File: config.mk
export PLATFORM = sky130hd
export DESIGN_NAME = four_digit_segment_display_formatter_core
export DESIGN_NICKNAME = d
export VERILOG_FILES = /design/src/sv/dsf_pkg.sv /design/src/sv/dsf_format.sv /design/src/sv/dsf_emit.sv /design/src/sv/four_digit_segment_display_formatter_core.sv
export VERILOG_INCLUDE_DIRS = /design/src /design/src/sv
export SDC_FILE = /design/constraint.sdc
export NUM_CORES = 1
export LEC_CHECK = 0
export BUFFER_PORTS_ARGS = -buffer_cell sky130_fd_sc_hd__buf_4
export CORE_MARGIN = 2
export CORE_UTILIZATION = 55
export DETAILED_ROUTE_END_ITERATION = 8
export PLACE_DENSITY = 0.72
export SLEW_MARGIN = 20
export SYNTH_ARGS = -nofsm -noshare
export SYNTH_HDL_FRONTEND = slang
export SYNTH_SLANG_ARGS = --single-unit
File: constraint.sdc
create_clock -name clock -period 27.2 [get_ports clock]
set_input_delay 2.72 -clock clock [delete_from_list [all_inputs] [get_ports clock]]
set_output_delay 2.72 -clock clock [all_outputs]
set_load 0.01 [all_outputs]
File: src/sv/assert_macros.svh
// ----------------------------------------------------------------------------
// Assertion macros
// Shared concurrent assertion wrappers for the display formatter RTL.
// ----------------------------------------------------------------------------
`ifndef ASSERT_MACROS_SVH
`define ASSERT_MACROS_SVH

// Check a property on every rising clock edge, masked while reset is high.
`define DSF_ASSERT(lbl, prop, msg) \
   lbl: assert property (@(posedge clock) disable iff (reset) (prop)) else $error(msg);

// Check a property on every rising clock edge, reset included.
`define DSF_ASSERT_ALWAYS(lbl, prop, msg) \
   lbl: assert property (@(posedge clock) (prop)) else $error(msg);

`endif

File: src/sv/dsf_pkg.sv
// ----------------------------------------------------------------------------
// Display formatter package
// Request codes, command bytes, glyph table and digit split shared by the core.
// ----------------------------------------------------------------------------
package dsf_pkg;

   localparam int FRAME_LEN = 5;

   typedef enum logic [2:0] {
      REQ_INIT   = 3'd0,
      REQ_NUMBER = 3'd1,
      REQ_TIME   = 3'd2,
      REQ_COLON  = 3'd3,
      REQ_SIGNED = 3'd4,
      REQ_OFF    = 3'd5,
      REQ_BRIGHT = 3'd6
   } req_kind_type;

   localparam logic [7:0]  CMD_DATA     = 8'h40;
   localparam logic [7:0]  CMD_DISPLAY  = 8'h80;
   localparam logic [7:0]  CMD_ADDR     = 8'hC0;
   localparam logic [7:0]  CMD_ENABLE   = 8'h08;
   localparam logic [2:0]  BRIGHT_MAX   = 3'd7;
   localparam logic [2:0]  BRIGHT_RESET = 3'd2;
   localparam logic [13:0] NUM_MAX      = 14'd9999;
   localparam logic [13:0] NEG_MAX      = 14'd999;
   localparam logic [7:0]  SEG_MINUS    = 8'h40;
   localparam logic [7:0]  SEG_DARK     = 8'h00;
   localparam logic [7:0]  SEG_DP       = 8'h80;

   // index 0 is the leftmost (thousands) digit
   typedef logic [3:0][3:0] bcd_type;

   typedef struct packed {
      logic [FRAME_LEN-1:0][7:0] bytes;
      logic [FRAME_LEN-1:0]      start;
      logic [FRAME_LEN-1:0]      stop;
      logic [2:0]                count;
   } frame_type;

   function automatic logic [7:0] glyph(input logic [3:0] d);
      logic [7:0] g;
      case (d)
         4'd0:    g = 8'h3F;
         4'd1:    g = 8'h06;
         4'd2:    g = 8'h5B;
         4'd3:    g = 8'h4F;
         4'd4:    g = 8'h66;
         4'd5:    g = 8'h6D;
         4'd6:    g = 8'h7D;
         4'd7:    g = 8'h07;
         4'd8:    g = 8'h7F;
         4'd9:    g = 8'h6F;
         default: g = SEG_DARK;
      endcase
      return g;
   endfunction

   // Value is at most 9999: one compare-and-subtract rank per decade.
   function automatic bcd_type split_bcd(input logic [13:0] v);
      bcd_type     d;
      logic [13:0] r1;
      logic [13:0] r2;
      logic [13:0] r3;
      d  = '0;
      r1 = v;
      for (int k = 1; k < 10; k++) begin
         if (v >= 14'(k * 1000)) begin
            d[0] = 4'(k);
            r1   = v - 14'(k * 1000);
         end
      end
      r2 = r1;
      for (int k = 1; k < 10; k++) begin
         if (r1 >= 14'(k * 100)) begin
            d[1] = 4'(k);
            r2   = r1 - 14'(k * 100);
         end
      end
      r3 = r2;
      for (int k = 1; k < 10; k++) begin
         if (r2 >= 14'(k * 10)) begin
            d[2] = 4'(k);
            r3   = r2 - 14'(k * 10);
         end
      end
      d[3] = r3[3:0];
      return d;
   endfunction

endpackage

File: src/sv/dsf_format.sv
// ----------------------------------------------------------------------------
// Display formatter frame builder
// Turns one registered request into the bytes and frame flags it emits, plus any brightness update.
// ----------------------------------------------------------------------------
module dsf_format (
   input  logic [2:0]         kind,
   input  logic [15:0]        value,
   input  logic [7:0]         level,
   input  logic [2:0]         bright,
   output dsf_pkg::frame_type frame,
   output logic               bright_we,
   output logic [2:0]         bright_new
);
   import dsf_pkg::*;

   logic        neg;
   logic [16:0] mag;
   logic [13:0] num;
   bcd_type     bcd;
   logic [3:0][7:0] seg;

   assign neg = value[15];
   assign mag = 17'h10000 - {1'b0, value};
   assign bright_new = (level > 8'(BRIGHT_MAX)) ? BRIGHT_MAX : level[2:0];

   always_comb begin
      if (kind == REQ_SIGNED && neg) begin
         num = (mag > 17'(NEG_MAX)) ? NEG_MAX : mag[13:0];
      end else begin
         num = (value > 16'(NUM_MAX)) ? NUM_MAX : value[13:0];
      end
   end

   assign bcd = split_bcd(num);

   always_comb begin
      for (int i = 0; i < 4; i++) begin
         seg[i] = glyph(bcd[i]);
      end
      case (req_kind_type'(kind))
         REQ_TIME, REQ_COLON: begin
            seg[1] = seg[1] | SEG_DP;
         end
         REQ_SIGNED: begin
            if (neg) begin
               if (num >= 14'd100) begin
                  seg[0] = SEG_MINUS;
               end else if (num >= 14'd10) begin
                  seg[0] = SEG_DARK;
                  seg[1] = SEG_MINUS;
               end else begin
                  seg[0] = SEG_DARK;
                  seg[1] = SEG_DARK;
                  seg[2] = SEG_MINUS;
               end
            end else begin
               if (num < 14'd1000) seg[0] = SEG_DARK;
               if (num < 14'd100)  seg[1] = SEG_DARK;
               if (num < 14'd10)   seg[2] = SEG_DARK;
            end
         end
         default: begin
         end
      endcase
   end

   always_comb begin
      frame     = '0;
      bright_we = 1'b0;
      case (req_kind_type'(kind))
         REQ_INIT: begin
            frame.bytes[0] = CMD_DATA;
            frame.bytes[1] = CMD_DISPLAY | CMD_ENABLE | {5'd0, bright};
            frame.start    = 5'b00011;
            frame.stop     = 5'b00011;
            frame.count    = 3'd2;
         end
         REQ_NUMBER, REQ_TIME, REQ_COLON, REQ_SIGNED: begin
            frame.bytes[0] = CMD_ADDR;
            for (int i = 0; i < 4; i++) begin
               frame.bytes[i+1] = seg[i];
            end
            frame.start = 5'b00001;
            frame.stop  = 5'b10000;
            frame.count = 3'(FRAME_LEN);
         end
         REQ_OFF: begin
            frame.bytes[0] = CMD_DISPLAY | {5'd0, bright};
            frame.start    = 5'b00001;
            frame.stop     = 5'b00001;
            frame.count    = 3'd1;
         end
         REQ_BRIGHT: begin
            frame.bytes[0] = CMD_DISPLAY | CMD_ENABLE | {5'd0, bright_new};
            frame.start    = 5'b00001;
            frame.stop     = 5'b00001;
            frame.count    = 3'd1;
            bright_we      = 1'b1;
         end
         default: begin
         end
      endcase
   end

endmodule

File: src/sv/dsf_emit.sv
// ----------------------------------------------------------------------------
// Display formatter byte emitter
// Holds one built frame and hands its bytes out one word per cycle while rsp_tready is high.
// ----------------------------------------------------------------------------
`include "assert_macros.svh"

module dsf_emit (
   input  logic               clock,
   input  logic               reset,
   input  logic               load_valid,
   input  dsf_pkg::frame_type load_frame,
   output logic               load_free,
   output logic               rsp_tvalid,
   input  logic               rsp_tready,
   output logic [7:0]         rsp_tdata,  // [7:0] wire_byte
   output logic [1:0]         rsp_tuser,  // [0] frame_start, [1] frame_end
   output logic               rsp_tlast   // last
);
   import dsf_pkg::*;

   frame_type  frm_ff, frm_in;
   logic [2:0] pos_ff, pos_in;
   logic       vld_ff, vld_in;
   logic       fire;
   logic       at_end;
   logic       load;

   assign at_end    = (pos_ff == (frm_ff.count - 3'd1));
   assign fire      = vld_ff && rsp_tready;
   assign load_free = !vld_ff || (fire && at_end);
   assign load      = load_valid && load_free;

   assign rsp_tvalid = vld_ff;
   assign rsp_tdata  = frm_ff.bytes[pos_ff];
   assign rsp_tuser  = {frm_ff.stop[pos_ff], frm_ff.start[pos_ff]};
   assign rsp_tlast  = at_end;

   always_comb begin
      frm_in = frm_ff;
      pos_in = pos_ff;
      vld_in = vld_ff;
      if (load) begin
         frm_in = load_frame;
         pos_in = 3'd0;
         vld_in = (load_frame.count != 3'd0);
      end else if (fire) begin
         if (at_end) begin
            vld_in = 1'b0;
         end else begin
            pos_in = pos_ff + 3'd1;
         end
      end
   end

   always_ff @(posedge clock) begin
      if (reset) begin
         vld_ff <= 1'b0;
         pos_ff <= 3'd0;
      end else begin
         vld_ff <= vld_in;
         pos_ff <= pos_in;
      end
      frm_ff <= frm_in;
   end

   `DSF_ASSERT(a_pos_in_frame, vld_ff |-> (pos_ff < frm_ff.count), "byte index past frame end")
   `DSF_ASSERT(a_frame_continues, (fire && !at_end) |=> vld_ff, "frame dropped before its last byte")
   `DSF_ASSERT(a_load_only_free, (load && vld_ff) |-> (fire && at_end), "frame overwritten in flight")

endmodule

File: src/sv/four_digit_segment_display_formatter_core.sv
// ----------------------------------------------------------------------------
// Four-digit seven-segment display formatter core
// Turns display requests into framed command and segment bytes for a
// two-wire 4-digit display controller.
// ----------------------------------------------------------------------------
// Path: an accepted request waits in the request slot, then loads into the frame buffer,
// which drives its first byte. Throughput: one byte per cycle while rsp_tready is high;
// a request yields 1, 2 or 5 bytes (brightness/off, init, digit frames).
// A request slot and a frame buffer let the next request wait behind a frame.
// Reset: synchronous, active high; empties both stages, brightness returns to 2.
`include "assert_macros.svh"

module four_digit_segment_display_formatter_core (
   input  logic        clock,
   input  logic        reset,
   input  logic        req_tvalid,
   output logic        req_tready,
   input  logic [23:0] req_tdata,   // [15:0] value_bits, [23:16] brightness_level
   input  logic [2:0]  req_tuser,   // [2:0] req_type
   output logic        rsp_tvalid,
   input  logic        rsp_tready,
   output logic [7:0]  rsp_tdata,   // [7:0] wire_byte
   output logic [1:0]  rsp_tuser,   // [0] frame_start, [1] frame_end
   output logic        rsp_tlast    // last
);
   import dsf_pkg::*;

   // Request slot: one word held until the frame buffer takes it.
   logic        s1_vld_ff, s1_vld_in;
   logic [2:0]  s1_kind_ff, s1_kind_in;
   logic [15:0] s1_value_ff, s1_value_in;
   logic [7:0]  s1_level_ff, s1_level_in;

   // Stored brightness, updated in request order as a frame is built.
   logic [2:0]  bright_ff, bright_in;

   frame_type   frame;
   logic        bright_we;
   logic [2:0]  bright_new;
   logic        load_free;
   logic        s1_move;
   logic        req_fire;

   assign s1_move    = s1_vld_ff && load_free;
   assign req_tready = !s1_vld_ff || load_free;
   assign req_fire   = req_tvalid && req_tready;

   // Build the whole frame in one pass from the slot contents.
   dsf_format u_format (
      .kind       (s1_kind_ff),
      .value      (s1_value_ff),
      .level      (s1_level_ff),
      .bright     (bright_ff),
      .frame      (frame),
      .bright_we  (bright_we),
      .bright_new (bright_new)
   );

   // Hold the frame and stream its bytes; an unused request code builds
   // an empty frame and is dropped here without any output word.
   dsf_emit u_emit (
      .clock      (clock),
      .reset      (reset),
      .load_valid (s1_vld_ff),
      .load_frame (frame),
      .load_free  (load_free),
      .rsp_tvalid (rsp_tvalid),
      .rsp_tready (rsp_tready),
      .rsp_tdata  (rsp_tdata),
      .rsp_tuser  (rsp_tuser),
      .rsp_tlast  (rsp_tlast)
   );

   always_comb begin
      s1_vld_in   = s1_vld_ff;
      s1_kind_in  = s1_kind_ff;
      s1_value_in = s1_value_ff;
      s1_level_in = s1_level_ff;
      bright_in   = bright_ff;
      if (s1_move) begin
         s1_vld_in = 1'b0;
         if (bright_we) begin
            bright_in = bright_new;
         end
      end
      // Capture a new word; this wins over the drain of the old one.
      if (req_fire) begin
         s1_vld_in   = 1'b1;
         s1_kind_in  = req_tuser;
         s1_value_in = req_tdata[15:0];
         s1_level_in = req_tdata[23:16];
      end
   end

   always_ff @(posedge clock) begin
      if (reset) begin
         s1_vld_ff <= 1'b0;
         bright_ff <= BRIGHT_RESET;
      end else begin
         s1_vld_ff <= s1_vld_in;
         bright_ff <= bright_in;
      end
      s1_kind_ff  <= s1_kind_in;
      s1_value_ff <= s1_value_in;
      s1_level_ff <= s1_level_in;
   end

   `DSF_ASSERT(a_slot_holds, (s1_vld_ff && !load_free) |=> s1_vld_ff, "stalled request lost")
   `DSF_ASSERT(a_bright_order, (bright_ff != $past(bright_ff)) |-> $past(s1_move && bright_we), "brightness changed outside a brightness request")
   `DSF_ASSERT_ALWAYS(a_reset_empties, $past(reset) |-> (!s1_vld_ff && !rsp_tvalid), "reset left a word in flight")

endmodule

### Yosys cells after proc, flatten, opt, wreduce, memory -nomap -nowiden

Memories as Yosys holds them, arrays and structs flattened. A register that Yosys moved wholly into a read port is not among the register bits.
Index checks and enable logic that the tools add are counted.

* bits in writable memories: 0
* bits of input ports: 31
* bits in latches: 0
* memory bits (read-only): 448
* flip-flop bits (word level): 88
* memories: 4

Memory list
* (no name shown): words 16, width 7, rd ports 1, clocked after Yosys merged registers in 0, write ports 0, line dsf_pkg.sv:43 `case (d)`
* (no name shown): words 16, width 7, rd ports 1, clocked after Yosys merged registers in 0, write ports 0, line dsf_pkg.sv:43
* (no name shown): words 16, width 7, rd ports 1, clocked after Yosys merged registers in 0, write ports 0, line dsf_pkg.sv:43
* (no name shown): words 16, width 7, rd ports 1, clocked after Yosys merged registers in 1, write ports 0, line dsf_pkg.sv:43

* shift-type cells: 0
* equality and inequality tests: 7
* multiplexer cells: 83
* multipliers: 0
* add/sub/neg operators: 30
* divide/modulo/power cells: 0
* order comparisons: 36
* bitwise logic cells: 1
* reductions and logical operators: 21

Operators by type and width (number)
* 14-bit two-way mux: 21
* 4-bit two-way mux: 21
* 21-bit one-hot mux with 4 select lines: 1
* 14-bit by 10-bit >= comparator with 1-bit output, second input constant: 5
* 14-bit by 7-bit >= comparator with 1-bit output, second input constant: 5
* 14-bit by 10-bit subtractor with 14-bit output, second input constant: 5
* 8-bit two-way mux: 8
* 14-bit by 13-bit >= comparator with 1-bit output, second input constant: 4
* 14-bit by 13-bit subtractor with 14-bit output, second input constant: 4
* 14-bit by 6-bit >= comparator with 1-bit output, second input constant: 3
* 14-bit by 9-bit >= comparator with 1-bit output, second input constant: 3
* 14-bit by 9-bit subtractor with 14-bit output, second input constant: 3
* 8-bit one-hot mux with 2 select lines: 2
* 14-bit by 12-bit >= comparator with 1-bit output, second input constant: 2
* 14-bit by 4-bit >= comparator with 1-bit output, second input constant: 2
* 14-bit by 5-bit >= comparator with 1-bit output, second input constant: 2
* 14-bit by 12-bit subtractor with 14-bit output, second input constant: 2
* 3-bit two-way mux: 9
* 8-bit binary-select mux with 3-bit select: 1
* 24-bit two-way mux: 1
* 4-bit subtractor, second input constant: 5
* 17-bit by 10-bit greater-than comparator with 1-bit output, second input constant: 1
* 17-bit by 16-bit subtractor with 17-bit output, first input constant: 1
* 16-bit by 14-bit greater-than comparator with 1-bit output, second input constant: 1
* other kinds (36): 66

### Longest topological paths before layout

An unclocked memory read counts as a cell.

* depth after elaboration: 40
* depth in mapped cells: 47
* depth with buffers taken out: 41

### By module

From an unflattened synthesis, not the netlist that was laid out.

* cell total of the unflattened synthesis: 1263
* area, all modules: 10512.6 µm²

By module, submodules not included
* dsf_format: cells an instance 1085, instances 1, area an instance 7260.7 µm²
* dsf_emit: cells an instance 132, instances 1, area an instance 2265.9 µm²
* four_digit_segment_display_formatter_core: cells an instance 46, instances 1, area an instance 985.9 µm²

### Worst setup path after synthesis

Ideal clock, no wire load.

* kind: flip-flop to flip-flop
* start: register s1_value_ff[0]
* end: register, netlist name u_emit.frm_ff[47]
* data arrival time: 9.573 ns
* period minus slack after synthesis: 9.834 ns
* path slack: 17.366 ns
* cell stages (with the launch flop): 43
* cells stage by stage: edfxtp_1 > clkbuf_1 > inv_1 > ha_1 > buf_2 > o21bai_1 > a211oi_1 > a21oi_1 > or4b_1 > buf_2 > a32oi_2 > inv_2 > ha_1 > a211oi_1 > nand3b_1 > o211ai_1 > a211oi_1 > buf_4 > (+7 left out) > or4_1 > buf_2 > and2_1 > buf_2 > a221oi_2 > xnor2_1 > clkinv_1 > ha_1 > nand2_1 > o211ai_1 > a221oi_1 > o2111ai_1 > a31oi_2 > xnor2_2 > inv_2 > ha_1 > inv_1 > o311a_1

* cells in the longest elaborated chain, start to end: 34

Ends and longest elaborated chain
* from (decl): line four_digit_segment_display_formatter_core.sv:31 `logic [15:0] s1_value_ff, s1_value_in;`
* from (signal assigned): line four_digit_segment_display_formatter_core.sv:104 `s1_value_ff <= s1_value_in;`
* 17-bit by 16-bit subtractor with 17-bit output: line dsf_format.sv:23 `assign mag = 17'h10000 - {1'b0, value};`
* 17-bit by 10-bit greater-than comparator with 1-bit output: line dsf_format.sv:28 `num = (mag > 17'(NEG_MAX)) ? NEG_MAX : mag[13:0];`
* 14-bit two-way mux: line dsf_format.sv:28
* 14-bit two-way mux (*): line dsf_format.sv:27 `if (kind == REQ_SIGNED && neg) begin`
* 14-bit by 10-bit subtractor with 14-bit output or 14-bit by 10-bit >= comparator with 1-bit output (tied branches): line dsf_pkg.sv:70, dsf_pkg.sv:68
* 14-bit two-way mux (8 in series): line dsf_pkg.sv:68 `if (v >= 14'(k * 1000)) begin`
* 14-bit two-way mux (*): line dsf_pkg.sv:68
* 14-bit by 7-bit subtractor with 14-bit output or 14-bit by 7-bit >= comparator with 1-bit output (tied branches): line dsf_pkg.sv:77, dsf_pkg.sv:75
* 14-bit two-way mux (8 in series): line dsf_pkg.sv:75 `if (r1 >= 14'(k * 100)) begin`
* 14-bit two-way mux (*): line dsf_pkg.sv:75
* 14-bit by 4-bit >= comparator with 1-bit output or 4-bit subtractor (tied branches): line dsf_pkg.sv:82, dsf_pkg.sv:84
* 4-bit two-way mux (8 in series): line dsf_pkg.sv:82 `if (r2 >= 14'(k * 10)) begin`
* 4-bit two-way mux (*): line dsf_pkg.sv:82

Mark *: on every way between the ends. The rest lies on a longest branch, timed or not.
A chain may end at the register's enable or synchronous reset.

### Final worst setup path

* start: register s1_value_ff[0]
* end: register, netlist name u_emit.frm_ff[47]

* cells in the longest elaborated chain, start to end: 34

Ends and longest elaborated chain (line)
* 17-bit by 16-bit subtractor with 17-bit output: dsf_format.sv:23
* 17-bit by 10-bit greater-than comparator with 1-bit output: dsf_format.sv:28
* 14-bit two-way mux: dsf_format.sv:28
* 14-bit two-way mux (*): dsf_format.sv:27
* 14-bit by 10-bit subtractor with 14-bit output or 14-bit by 10-bit >= comparator with 1-bit output (tied branches): dsf_pkg.sv:70, dsf_pkg.sv:68
* 14-bit two-way mux (8 in series): dsf_pkg.sv:68
* 14-bit two-way mux (*): dsf_pkg.sv:68
* 14-bit by 7-bit subtractor with 14-bit output or 14-bit by 7-bit >= comparator with 1-bit output (tied branches): dsf_pkg.sv:77, dsf_pkg.sv:75
* 14-bit two-way mux (8 in series): dsf_pkg.sv:75
* 14-bit two-way mux (*): dsf_pkg.sv:75
* 14-bit by 4-bit >= comparator with 1-bit output or 4-bit subtractor (tied branches): dsf_pkg.sv:82, dsf_pkg.sv:84
* 4-bit two-way mux (8 in series): dsf_pkg.sv:82
* 4-bit two-way mux (*): dsf_pkg.sv:82

Marked as above.

==> run_results.csv <==
group,metric,value,unit
timing,fin_skew,11.2,ps
cts,htreeDepth,3,
layout,drive_above_1_share,12.4,%
place,hpwl,27800,um
yosys,synth.most_common_cell,"nand2_1",
flow_run,max-cap-violations,0,
yosys,syn_nets,1376,
timing,slew-limit-headroom,22.9,%
critical_path,cp.required,27290,ps
layout,final_nets,1378,
yosys,synthFlopType,"edfxtp_1",
layout,syn2layout_area_growth,7.33,%
power_and_ir_drop,peakVddDrop,43.6,uV
yosys,ys_warn_count,0,
critical_path,slowest_delay,760,ps
critical_path,crit_type,"reg -> reg",
route,viasPerCell,7.42,
critical_path,slowest_stage,"nor2b_1",
critical_path,worstReg2RegStart,"s1_value_ff[0]$_DFFE_PP_",
grt,grt_pass1_vias,10408,
route,initialDrtViolationCount,1899,
place,numPortBuffers,43,
cts,cts_hold_buf,0,
route,antenna_left,0,
layout,antennaDiodeCount,0,
grt,overflow,0,
yosys,ys_top_cells_by_count,"127 x nand2_1, 101 x nor2_1, 93 x a21oi_1",
critical_path,critPathArrivalTime,12490,ps
timing,finalHoldViolCount,0,
cts,numCtsBuffers,9,
yosys,avgSynthCellArea,7.93,um^2
die,rows,49,
critical_path,crit_top_cell,"ha_1",
timing,setup_viol,0,
power_and_ir_drop,switchingPower,0.300,mW
route,route.detailed.drc,0,
timing,rsz0062_at_grt,"no",
critical_path,critPathMaxFanout,14,
critical_path,start_kind,"flip-flop",
die,dieArea,19500,um^2
power_and_ir_drop,powerDensity,58.0,nW/um^2
route,drtPass1Iterations,8,
yosys,ys_async_sr_fraction,0,%
yosys,synth_cells,1274,
die,dieHeight,140,um
timing,drv_slew,0,
yosys,ys_types,112,
critical_path,path_buf_inv,8,
cts,postCtsSetupBuffers,0,
yosys,synthesis.area,10100,um^2
place,place_congestion,1.12,
timing,fin_crit,12400,ps
yosys,synth_top_area_share,19.9,%
yosys,synth_area_leaders,"edfxtp_1 20%, ha_1 8.8%, nand2_1 4.7%",
yosys,ys_seq_area_share,21.5,%
power_and_ir_drop,p_leak,3.95,nW
die,coreArea,18000,um^2
route,dr_total_vias,11210,
grt,grt_pass1_wl,58400,um
grt,grt_max_degree,45,
min_path,hold_start,"bright_ff[1]$_SDFFE_PP1P_",
cts,clk_latency,340,ps
timing,max_freq,0.0807,GHz
die,ios,44,
power_and_ir_drop,p_clk_share,18.9,%
layout,fin_area,10800,um^2
grt,antenna_found_initial,0,
power_and_ir_drop,swShare,47.6,%
power_and_ir_drop,p_int,0.330,mW
cts,cts_tree,"yes",
cts,clock_sinks,75,
power_and_ir_drop,p_comb_share,58.0,%
cts,clk_pin_slew,60,ps
run_status,status,"finished, final reports clean",
timing,fin_crit_sh,45.6,%
power_and_ir_drop,seq_power_share,23.1,%
timing,tns,0,ps
critical_path,cp-startpoint,"s1_value_ff[0]$_DFFE_PP_",
route,drt-total-wl,37600,um
die,fp.dieW,140,um
route,wl_per_cell,24.9,um
timing,worst_pin_slew,1150,ps
grt,grt.total_usage,37.3,%
place,placed_area,10500,um^2
die,start_util,56.1,%
yosys,synth_seq_cells,75,
cts,clockBufferDepth,2,
min_path,hold_path_class,"reg -> reg",
cts,cts_resized,0,
critical_path,cp-end-kind,"flip-flop",
critical_path,path_delay_family,"compound AO/OA/AOI/OAI gates",
yosys,synth_edf_count,67,
yosys,yosysTopAreaCell,"edfxtp_1",
timing,hold_slack,535,ps
cts,clock-root-buffer,"clkbuf_16",
## cells by family (layout without fill, tap and decap cells)
logic type                 Yosys count  after routing  share of synthesized area, %
and+or+nand+nor                    482            482                          25.3
AOI/OAI and AO/OA                  465            465                          33.7
buffers and inverters              130            137                          5.65
DFF                                 75             75                          21.5
adders and majority gates           71             71                          8.79
muxes                               26             26                          2.80
xor gates and xnor gates            25             25                          2.32
## registers in the layout (all words and copies together), names as in the netlist
register	count
u_emit.frm_ff	40
s1_kind_ff	3
u_emit.rsp_tvalid	1
s1_vld_ff	1
s1_level_ff	8
bright_ff	3
s1_value_ff	16
u_emit.pos_ff	3
## placed cells by master (no fill, tap or decap), types with 13 or more instances in the layout
cell type  netlist  routed
a211oi_1        22      21
a31oi_1         25      25
nand3_1         46      46
nand2_1        127     127
and2_1          14      13
nor2_1         101     101
a211o_1         15      15
xnor2_1         19      19
and3_1          16      16
o211ai_1        14      14
a21o_1          14      14
inv_1           46      46
buf_4            7      64
a21oi_1         93      93
o21ai_0         68      68
o21a_1          16      16
edfxtp_1        67      67
nor3_1          38      38
mux2i_1         20      20
nor4_1          13      13
ha_1            71      71
nand4_1         21      21
o21ai_1         17      17
## final cells by class
cell class	count	area, um^2
Inverter	57	221
Timing Repair Buffer	64	480
Clock inverter	7	76.3
Sequential cell	75	2170
Clock buffer	9	225
Tap cell	229	287
Fill cell	1661	7180
Multi-Input combinational cell	1069	7380
## power by group through the flow
| stage | Sequential (mW) | Combinational (mW) | Clock (mW) |
|---|---|---|---|
| 3_3_place_gp | 0.147 | 0.351 | 0 |
| 3_5_place_dp | 0.147 | 0.347 | 0 |
| 6_report | 0.145 | 0.365 | 0.119 |
| 2_1_floorplan | 0.141 | 0.258 | 0 |
| 4_1_cts | 0.145 | 0.349 | 0.120 |
| 5_1_grt | 0.146 | 0.390 | 0.125 |
## path summary, 6_finish.rpt
path	slack, ps	to	cells after the start
max	14800	u_emit.frm_ff[47]$_SDFFCE_PP0P_	40
min	530	bright_ff[1]$_SDFFE_PP1P_	1
max reg2reg	14800	u_emit.frm_ff[47]$_SDFFCE_PP0P_	40
min reg2reg	530	bright_ff[1]$_SDFFE_PP1P_	1
## metal layers
metal	routed length, um	global-route usage, %
met5	0	0
met3	4960	10.0
met2	16100	56.6
met4	1580	13.5
met1	15000	51.2
## worst reg2reg max path: cells and delay by family (launching register included)
family	cells	cell delay, ps
xor+xnor	2	790
simple gates	8	2610
compound gates	17	4760
buf+inv	8	1860
flops	1	570
fa+ha+maj	5	1530
## through the flow
step / power (mW) / instances / setup slack, ps / utilization [%]
after floorplan: 0.399 / 1274 / 17370 / -
after global placement: 0.498 / 1494 / 15590 / 58.5
after detailed placement: 0.494 / 1494 / 15320 / 58.5
after CTS: 0.614 / 1510 / 15250 / 60.2
after global routing: 0.661 / 1510 / 14120 / 60.2
final: 0.629 / 1510 / 14800 / 60.2
Power figures use the tool's default switching activity.
